[src/rtl/ac3fs_pkg.sv]
// ac3fs_pkg: shared types, constants and lookup functions for the ac3 frame sync checker
// holds the crc-16 byte update and the bit rate / frame length tables; no dependencies
`timescale 1ns / 1ps

package ac3fs_pkg;

    localparam logic [15:0] SYNC_WORD    = 16'h0B77;
    localparam logic [15:0] CRC_POLY     = 16'h8005;
    localparam logic [15:0] SYNC_IDLE    = 16'hFFFF;
    localparam logic [11:0] POS_START    = 12'd2;
    localparam logic [11:0] POS_RATE_HDR = 12'd4;
    localparam logic [11:0] POS_ID_HDR   = 12'd5;
    localparam logic [11:0] POS_HDR_DONE = 12'd6;
    localparam logic [5:0]  SIZE_LIMIT   = 6'd38;

    // fscod values
    localparam logic [1:0] FS_48K  = 2'd0;
    localparam logic [1:0] FS_44K1 = 2'd1;
    localparam logic [1:0] FS_32K  = 2'd2;
    localparam logic [1:0] FS_RSVD = 2'd3;

    // status codes of a result
    localparam logic [1:0] STATUS_OK       = 2'd0;
    localparam logic [1:0] STATUS_BAD_HDR  = 2'd1;
    localparam logic [1:0] STATUS_MISMATCH = 2'd2;
    localparam logic [1:0] STATUS_CRC_FAIL = 2'd3;

    typedef struct packed {
        logic [1:0]  status;
        logic [1:0]  rate_code;
        logic [4:0]  stream_id;
        logic [2:0]  stream_mode;
        logic [9:0]  bit_rate_kbps;
        logic [10:0] frame_words;
    } result_t;

    // msb-first crc-16 over one byte
    function automatic logic [15:0] crc16_byte(input logic [15:0] crc, input logic [7:0] b);
        logic [15:0] c;
        c = crc ^ {b, 8'h00};
        for (int k = 0; k < 8; k++)
        begin
            if (c[15])
                c = {c[14:0], 1'b0} ^ CRC_POLY;
            else
                c = {c[14:0], 1'b0};
        end
        return c;
    endfunction

    // nominal bit rate, index clamps at the top entry
    function automatic logic [9:0] rate_lut(input logic [4:0] idx);
        logic [9:0] r;
        case (idx)
            5'd0:    r = 10'd32;
            5'd1:    r = 10'd40;
            5'd2:    r = 10'd48;
            5'd3:    r = 10'd56;
            5'd4:    r = 10'd64;
            5'd5:    r = 10'd80;
            5'd6:    r = 10'd96;
            5'd7:    r = 10'd112;
            5'd8:    r = 10'd128;
            5'd9:    r = 10'd160;
            5'd10:   r = 10'd192;
            5'd11:   r = 10'd224;
            5'd12:   r = 10'd256;
            5'd13:   r = 10'd320;
            5'd14:   r = 10'd384;
            5'd15:   r = 10'd448;
            5'd16:   r = 10'd512;
            5'd17:   r = 10'd576;
            default: r = 10'd640;
        endcase
        return r;
    endfunction

    // frame words at 44.1 kHz for the even size code
    function automatic logic [10:0] words441_lut(input logic [4:0] idx);
        logic [10:0] w;
        case (idx)
            5'd0:    w = 11'd69;
            5'd1:    w = 11'd87;
            5'd2:    w = 11'd104;
            5'd3:    w = 11'd121;
            5'd4:    w = 11'd139;
            5'd5:    w = 11'd174;
            5'd6:    w = 11'd208;
            5'd7:    w = 11'd243;
            5'd8:    w = 11'd278;
            5'd9:    w = 11'd348;
            5'd10:   w = 11'd417;
            5'd11:   w = 11'd487;
            5'd12:   w = 11'd557;
            5'd13:   w = 11'd696;
            5'd14:   w = 11'd835;
            5'd15:   w = 11'd975;
            5'd16:   w = 11'd1114;
            5'd17:   w = 11'd1253;
            default: w = 11'd1393;
        endcase
        return w;
    endfunction

endpackage

[src/rtl/ac3_frame_sync_crc_check_unit.sv]
// ac3 frame sync and crc check: the result of the last byte of a frame (or of the second
// header byte on rejection) goes to the output or skid register; throughput one byte per
// cycle while in_ready is high, set by the byte-wide crc and position counter update.
// an output register plus a skid register let bytes flow while a result waits.
// rst_n clears the control state asynchronously: the block hunts for sync, rate code 0.
// depends on ac3fs_pkg
`timescale 1ns / 1ps

module ac3_frame_sync_crc_check_unit
    import ac3fs_pkg::*;
(
    input  logic        clk,
    input  logic        rst_n,
    input  logic        cfg_we,
    input  logic [1:0]  cfg_wdata,
    input  logic        in_valid,
    output logic        in_ready,
    input  logic [7:0]  data_byte,
    output logic        out_valid,
    input  logic        out_ready,
    output logic [1:0]  status,
    output logic [1:0]  rate_code,
    output logic [4:0]  stream_id,
    output logic [2:0]  stream_mode,
    output logic [9:0]  bit_rate_kbps,
    output logic [10:0] frame_words
);

    logic [1:0]  exp_rate_reg;
    logic [15:0] sync_reg,     sync_next;
    logic [11:0] pos_reg,      pos_next;
    logic [11:0] fbytes_reg,   fbytes_next;
    logic [15:0] crc_reg,      crc_next;
    logic [1:0]  hdr_rate_reg, hdr_rate_next;
    logic [5:0]  hdr_size_reg, hdr_size_next;
    logic [4:0]  hdr_id_reg,   hdr_id_next;
    logic [2:0]  hdr_mode_reg, hdr_mode_next;

    logic        out_valid_reg,  skid_valid_reg;
    result_t     out_data_reg,   skid_data_reg;

    logic        accept;
    logic        emit;
    result_t     res;
    logic [15:0] crc_upd;
    logic [11:0] pos_inc;
    logic [9:0]  tbl_rate;
    logic [10:0] tbl_words;
    logic        out_take;

    assign in_ready = !skid_valid_reg;
    assign accept   = in_valid && in_ready;
    assign out_take = out_valid_reg && out_ready;

    always_comb
    begin
        sync_next     = sync_reg;
        pos_next      = pos_reg;
        fbytes_next   = fbytes_reg;
        crc_next      = crc_reg;
        hdr_rate_next = hdr_rate_reg;
        hdr_size_next = hdr_size_reg;
        hdr_id_next   = hdr_id_reg;
        hdr_mode_next = hdr_mode_reg;
        emit          = 1'b0;
        res.status    = STATUS_OK;
        crc_upd       = crc16_byte(crc_reg, data_byte);
        pos_inc       = pos_reg + 12'd1;

        if (pos_reg == POS_RATE_HDR)
        begin
            hdr_rate_next = data_byte[7:6];
            hdr_size_next = data_byte[5:0];
        end
        if (pos_reg == POS_ID_HDR)
        begin
            hdr_id_next   = data_byte[7:3];
            hdr_mode_next = data_byte[2:0];
        end

        tbl_rate = rate_lut(hdr_size_next[5:1]);
        case (hdr_rate_next)
            FS_48K:  tbl_words = {tbl_rate, 1'b0};
            FS_44K1: tbl_words = words441_lut(hdr_size_next[5:1]) + {10'd0, hdr_size_next[0]};
            default: tbl_words = {1'b0, tbl_rate} + {tbl_rate, 1'b0};
        endcase

        res.bit_rate_kbps = tbl_rate;
        res.frame_words   = tbl_words;

        if (accept)
        begin
            if (sync_reg != SYNC_WORD)
            begin
                // still hunting, header capture must not act
                hdr_rate_next = hdr_rate_reg;
                hdr_size_next = hdr_size_reg;
                hdr_id_next   = hdr_id_reg;
                hdr_mode_next = hdr_mode_reg;
                sync_next     = {sync_reg[7:0], data_byte};
                if ({sync_reg[7:0], data_byte} == SYNC_WORD)
                    crc_next = 16'd0;
            end
            else
            begin
                crc_next = crc_upd;
                pos_next = pos_inc;
                if (fbytes_reg == 12'd0)
                begin
                    if (pos_inc >= POS_HDR_DONE)
                    begin
                        if (hdr_rate_next == FS_RSVD || hdr_size_next >= SIZE_LIMIT)
                        begin
                            emit              = 1'b1;
                            res.status        = STATUS_BAD_HDR;
                            res.bit_rate_kbps = 10'd0;
                            res.frame_words   = 11'd0;
                        end
                        else if (hdr_rate_next != exp_rate_reg)
                        begin
                            emit       = 1'b1;
                            res.status = STATUS_MISMATCH;
                        end
                        else
                            fbytes_next = {tbl_words, 1'b0};
                    end
                end
                else if (pos_inc >= fbytes_reg)
                begin
                    emit            = 1'b1;
                    res.status      = (crc_upd == 16'd0) ? STATUS_OK : STATUS_CRC_FAIL;
                    res.frame_words = fbytes_reg[11:1];
                end
            end
        end
        else
        begin
            hdr_rate_next = hdr_rate_reg;
            hdr_size_next = hdr_size_reg;
            hdr_id_next   = hdr_id_reg;
            hdr_mode_next = hdr_mode_reg;
        end

        res.rate_code   = hdr_rate_next;
        res.stream_id   = hdr_id_next;
        res.stream_mode = hdr_mode_next;

        // back to hunting after every result
        if (emit)
        begin
            sync_next   = SYNC_IDLE;
            pos_next    = POS_START;
            fbytes_next = 12'd0;
            crc_next    = 16'd0;
        end
    end

    always_ff @(posedge clk or negedge rst_n)
    begin
        if (!rst_n)
        begin
            exp_rate_reg <= FS_48K;
            sync_reg     <= SYNC_IDLE;
            pos_reg      <= POS_START;
            fbytes_reg   <= 12'd0;
            crc_reg      <= 16'd0;
            hdr_rate_reg <= 2'd0;
            hdr_size_reg <= 6'd0;
            hdr_id_reg   <= 5'd0;
            hdr_mode_reg <= 3'd0;
        end
        else
        begin
            if (cfg_we)
                exp_rate_reg <= cfg_wdata;
            sync_reg     <= sync_next;
            pos_reg      <= pos_next;
            fbytes_reg   <= fbytes_next;
            crc_reg      <= crc_next;
            hdr_rate_reg <= hdr_rate_next;
            hdr_size_reg <= hdr_size_next;
            hdr_id_reg   <= hdr_id_next;
            hdr_mode_reg <= hdr_mode_next;
        end
    end

    // output register with skid stage
    always_ff @(posedge clk or negedge rst_n)
    begin
        if (!rst_n)
        begin
            out_valid_reg  <= 1'b0;
            skid_valid_reg <= 1'b0;
        end
        else if (skid_valid_reg)
        begin
            if (out_take)
            begin
                out_valid_reg  <= 1'b1;
                skid_valid_reg <= 1'b0;
            end
        end
        else if (!out_valid_reg || out_take)
            out_valid_reg <= emit;
        else if (emit)
            skid_valid_reg <= 1'b1;
    end

    always_ff @(posedge clk)
    begin
        if (skid_valid_reg)
        begin
            if (out_take)
                out_data_reg <= skid_data_reg;
        end
        else if (!out_valid_reg || out_take)
        begin
            if (emit)
                out_data_reg <= res;
        end
        else if (emit)
            skid_data_reg <= res;
    end

    assign out_valid     = out_valid_reg;
    assign status        = out_data_reg.status;
    assign rate_code     = out_data_reg.rate_code;
    assign stream_id     = out_data_reg.stream_id;
    assign stream_mode   = out_data_reg.stream_mode;
    assign bit_rate_kbps = out_data_reg.bit_rate_kbps;
    assign frame_words   = out_data_reg.frame_words;

endmodule
[config.mk]
export PLATFORM = sky130hd
export DESIGN_NAME = ac3_frame_sync_crc_check_unit
export DESIGN_NICKNAME = d
export VERILOG_FILES = /design/src/rtl/ac3fs_pkg.sv /design/src/rtl/ac3_frame_sync_crc_check_unit.sv
export SDC_FILE = /design/constraint.sdc
export NUM_CORES = 1
export LEC_CHECK = 0
export ABC_AREA = 1
export BUFFER_PORTS_ARGS = -buffer_cell sky130_fd_sc_hd__buf_2
export CELL_PAD_IN_SITES_DETAIL_PLACEMENT = 0
export CELL_PAD_IN_SITES_GLOBAL_PLACEMENT = 1
export CORE_MARGIN = 5
export CORE_UTILIZATION = 30
export CTS_BUF_LIST = sky130_fd_sc_hd__clkbuf_8 sky130_fd_sc_hd__clkbuf_16
export CTS_CLUSTER_SIZE = 12
export DETAILED_ROUTE_END_ITERATION = 16
export GPL_ROUTABILITY_DRIVEN = 1
export PLACE_DENSITY = 0.55
export SLEW_MARGIN = 20
export SYNTH_ARGS = -nofsm -noshare
export SYNTH_HDL_FRONTEND = slang
export SYNTH_SLANG_ARGS = --single-unit
[constraint.sdc]
create_clock -name clk -period 11.25 [get_ports clk]
set_clock_uncertainty 0.15 [all_clocks]
set_input_delay 1.6875 -clock clk [delete_from_list [all_inputs] [get_ports clk]]
set_output_delay 1.6875 -clock clk [all_outputs]
set_load 0.02 [all_outputs]
; Word-level counts from Yosys, hierarchy flattened
; Memories as Yosys holds them, arrays and structs flattened.
; Cells that the tools add are included.
[totals]
output_inout_bits = 35
reg_bits = 142
memories = 2
romBits = 576
[classes]
n_eq_ne = 12
bitwise_logic = 12
n_mux = 70
n_lt_le_gt_ge = 3
addsub = 3
reduce_logical = 23
[mem_list]
columns = memory, depth, word_bits, read_ports, rd_ports_with_merged_regs, wr, line
row1 = (name not given), 32, 11, 1, 0, 0, ac3fs_pkg.sv:81  ; case (idx)
row2 = (name not given), 32, 7, 1, 0, 0, ac3fs_pkg.sv:54  ; case (idx)
[ops]
columns = cell, count
row1 = $mux W16, 15
row2 = $mux W33, 4
row3 = $mux W12, 10
row4 = $mux W21, 4
row5 = $mux W11, 3
row6 = $eq A12 B3 Y1 const B, 2
row7 = $not A3 Y3, 8
row8 = $mux W2, 11
row9 = $pmux W11 S2, 1
row10 = $eq A16 B12 Y1 const B, 1
row11 = $logic_not A16 Y1, 1
row12 = $ne A16 B12 Y1 const B, 1
row13 = $xor A16 B16 Y16, 1
row14 = $mux W5, 3
row15 = $mux W1, 14
row16 = $add A12 B1 Y12 const B, 1
row17 = $ge A12 B12 Y1, 1
row18 = $ge A12 B3 Y1 const B, 1
row19 = $logic_not A12 Y1, 1
row20 = $reduce_bool A2 Y1, 6
row21 = $add A10 B11 Y11, 1
row22 = $add A11 B1 Y11, 1
row23 = $mux W10, 1
row24 = $reduce_and A2 Y1, 5
row25 = 16 further kinds, 26

; Longest topological paths before layout
[logic_depth]
word_depth = 26
depth_mapped = 27
mapped_depth_nobuf = 26

; Least setup slack after synthesis
; OpenSTA, ideal clock, no wires.
[synth_timing]
path_kind = flip-flop to flip-flop
from = register pos_reg[1]
to = register skid_data_reg[0] (netlist name), enable pin
synth_period_minus_slack_ns = 4.688
path_stages_with_launch = 20
path_slack_ns = 6.562
n_path_buf = 0
t_required_ns = 10.683
setup_time_ns = 0.417
arrival_ns = 4.121
cell_sequence = dfstp_2 -> inv_1 -> nor3_2 -> nand2_1 -> inv_2 -> nand4_1 -> or2_0 -> nand2_1 -> inv_1 -> ha_1 -> nand2_1 -> nor2_1 -> nand4_1 -> o2111ai_1 -> inv_1 -> nor2_4 -> inv_2 -> nand2_2 -> inv_1 -> nor2_1
[synth_via]
elab_chain_len = 10
[synth_lines]
columns = element, line
row1 = "start, declared", ac3_frame_sync_crc_check_unit.sv:31  ; logic [11:0] pos_reg, pos_next;
row2 = "start signal, assigned", ac3_frame_sync_crc_check_unit.sv:177  ; pos_reg <= pos_next;
row3 = "parallel branches: the longest is 6 deep, another holds $add A12 B1 Y12", n/a
row4 = $mux W1 *, ac3_frame_sync_crc_check_unit.sv:108  ; if (fbytes_reg == 12'd0)
row5 = $mux W1 *, ac3_frame_sync_crc_check_unit.sv:93  ; if (sync_reg != SYNC_WORD)
row6 = $mux W1 *, ac3_frame_sync_crc_check_unit.sv:91  ; if (accept)
row7 = $reduce_and A3 Y1 (no line) *, n/a
row8 = "end signal, assigned", ac3_frame_sync_crc_check_unit.sv:222  ; skid_data_reg <= res;
row9 = "end, declared", ac3_frame_sync_crc_check_unit.sv:40  ; result_t out_data_reg, skid_data_reg;
; Mark *: on every way between the ends.
; A chain may end at the register's enable or synchronous reset.

; Worst setup path after layout
[layout_timing]
from = register pos_reg[1]
to = register out_data_reg (netlist bit stream_id[0]), enable pin
[layout_via]
elab_chain_len = 11
[layout_lines]
columns = element, line
row1 = "parallel branches: the longest is 6 deep, another holds $add A12 B1 Y12", n/a
row2 = $mux W1 *, ac3_frame_sync_crc_check_unit.sv:108
row3 = $mux W1 *, ac3_frame_sync_crc_check_unit.sv:93
row4 = $mux W1 *, ac3_frame_sync_crc_check_unit.sv:91
row5 = $reduce_bool A2 Y1 (no line) *, n/a
row6 = $reduce_and A3 Y1 (no line) *, n/a
row7 = "end signal, assigned", ac3_frame_sync_crc_check_unit.sv:214  ; out_data_reg <= skid_data_reg;
row8 = "end signal, assigned", ac3_frame_sync_crc_check_unit.sv:219  ; out_data_reg <= res;
row9 = "end, declared", ac3_frame_sync_crc_check_unit.sv:40
; Marked as above.

==> results.json <==
{
  "status": "finished clean",
  "io-pin-count": 50,
  "drc_errors": 0,
  "die_x_um": 171.8,
  "vias_per_cell": 4.726,
  "seqCellArea_um2": 3700,
  "final-max-slew-violation-count": 0,
  "synth-seq-cells": 135,
  "endpoint_kind": "register",
  "crit_fanout": 30,
  "critPathKind": "register to register",
  "syn_area_per_cell_um2": 8.209,
  "powerDensity_nw_per_um2": 129.2,
  "drt-wirelength-per-cell_um": 16.02,
  "final_nets": 1047,
  "overflow": 0,
  "synthDistinctLibCells": 54,
  "clock_sinks": 135,
  "ys_top_cells_by_area": "edfxtp_1, dfrtp_1, nand2_1",
  "ys_warn_count": 0,
  "vias": 6375,
  "final_hold_viol_count": 0,
  "cts_max_path_buffers": 2,
  "rows": 59,
  "hp-class": "register to register",
  "synthCells": 957,
  "antenna_found_initial": 0,
  "root_buffer": "clkbuf_16",
  "numCtsBuffers": 17,
  "setup_ws_ns": 6.025,
  "portBuffers": 46,
  "die_area_um2": 29520,
  "drtPass1Iterations": 4,
  "drt_iter0_drc": 395,
  "rsz0062_at_grt": "no",
  "cts_hold_buf": 0,
  "syn2layout_area_growth_pct": 14.80,
  "cts_tree": "built",
  "htreeDepth": 4,
  "synthArstFlopShare_pct": 55.56,
  "maxCapViolCount": 0,
  "arrival_ns": 5.15,
  "hpwl_mm": 15.91,
  "crit_required_ns": 11.17,
  "fmax_ghz": 0.1914,
  "coreArea_um2": 25910,
  "max_slew.worst_pin.slew_ns": 0.9039,
  "clock_latency_ns": 0.43,
  "mostFrequentLayoutCells": "nand2_1, inv_1, nand3_1",
  "synth_top_cell_by_area": "edfxtp_1",
  "drive_above_1_share_pct": 14.40,
  "cts_setup_buffers": 0,
  "dp_slack_ns": 5.988,
  "routed_wirelength_mm": 21.61,
  "grt_start_max_net_pins": 46,
  "largest_reg_flops": 30,
  "final_area_um2": 9019,
  "synth_edf_count": 60,
  "synth_top_area_share_pct": 22.93,
  "period_share_pct": 46.45,
  "fp.dieH_um": 171.8,
  "fill_cells": 2703,
  "num_antenna_cells": 0,
  "floorplan.initialDensity_pct": 30.32,
  "setup_viol": 0,
  "cp-start-kind": "register",
  "fin_crit_ns": 5.225,
  "fin_tns_setup_ns": 0,
  "netlist_area_um2": 7856,
  "post_cts_resized": 0,
  "irDropWorstVdd_mv": 0.06853,
  "final_antenna_net_count": 0,
  "synth_ff_type": "edfxtp_1",
  "multiInputGateArea_um2": 3610,
  "track_usage_pct": 15.17,
  "grt_pass1_wl_mm": 35.03,
  "grt_pass1_vias": 6238,
  "finalCoreUtilization_pct": 34.81,
  "maxSlewHeadroom_pct": 39.68,
  "ys_seq_area_share_pct": 47.09,
  "final_common_cell": "nand2_1",
  "clk_pin_slew_worst_paths_ns": 0.06,
  "gp_congestion": 0.8088,
  "power_leakage_nw": 4.094,
  "dpl-instance-area_um2": 8407
}
## Yosys cell counts, types with 13 or more instances
cell type,instances
o21ai_1,13
dfrtp_1,58
edfxtp_1,60
o22ai_1,14
ha_1,30
xnor2_1,14
nand2_1,282
o21ai_0,56
nand3_1,87
a21oi_1,23
clkbuf_1,14
inv_1,89
nand4_1,19
nor2_1,63
xor2_1,14
dfstp_2,17
## worst paths after layout
check | startpoint | to | cells after the start | slack [ns]
min in group asynchronous | rst_n | crc_reg[9] | 1 | 1.05
min | sync_reg[8] | sync_reg[8] | 2 | 0.31
max in group asynchronous | rst_n | fbytes_reg[1] | 2 | 8.90
max reg2reg | pos_reg[1] | stream_id[0] | 22 | 6.02
max | pos_reg[1] | stream_id[0] | 22 | 6.02
min reg2reg | sync_reg[8] | sync_reg[8] | 2 | 0.31
## worst max-delay path, stage by stage (launching register included)
cell and delay (ns):
dfstp_2 0.54, inv_1 0.09, nor3_2 0.18, nand2_1 0.12, inv_2 0.09, nand4_1 0.09, or2_0 0.22, nand2_1 0.11
inv_1 0.06, ha_1 0.31, nand2_1 0.08, nor2_1 0.14, nand4_1 0.09, o2111ai_1 0.76, inv_1 0.36, nor2_4 0.22
inv_2 0.07, nand2_2 0.32, inv_1 0.23, o21ai_0 0.12, nand2_1 0.09, inv_1 0.06, buf_4 0.35
## through the flow
step	power [mW]	instances	hold WS [ns]
floorplan	0.5685	959	0.2886
global placement	0.5869	1317	0.3040
detailed placement	0.5870	1317	0.3054
CTS	1.186	1349	0.3156
global route	1.214	1349	0.3281
finish	1.166	1349	0.3100
## report_power, final
group | internal [mW] | total (mW) | leakage, nW | switching (mW)
clock network | 0.368 | 0.589 | 0.301 | 0.221
registers | 0.523 | 0.528 | 1.38 | 0.00505
logic | 0.0176 | 0.0485 | 2.41 | 0.0309
## cells by family (layout without fill, tap and decap cells)
logic type	count (synthesis)	in the layout	synth area share (%)
mux	1	1	0.1433
buf+inv	134	189	7.087
flops	135	135	47.09
compound gates	125	125	8.855
other cells	1	3	0.04773
fa+ha+maj	31	31	5.033
simple gates	502	502	28.62
xor+xnor	28	28	3.122
## per-layer routing
metal  share of wire [%]  global-route usage [%]  vias to the layer above  wire length (um)
met5                   0                       0                        -                 0
met2                  44                   22.98                      102              9527
met1                  52                   22.44                     3000             11160
li1                    -                       -                     3256                 -
met4                 1.1                   4.033                        0               228
met3                 3.2                   2.597                       17               701
## area by class of cell
class | count | area share [%]
Clock buffer | 17 | 4.717
Clock inverter | 15 | 2.067
Inverter | 104 | 4.356
Multi-Input combinational cell | 690 | 40.02
Sequential cell | 135 | 41.02
Tap cell | 335 | 4.648
Timing Repair Buffer | 53 | 3.163
(Power assumes the default switching activity.)
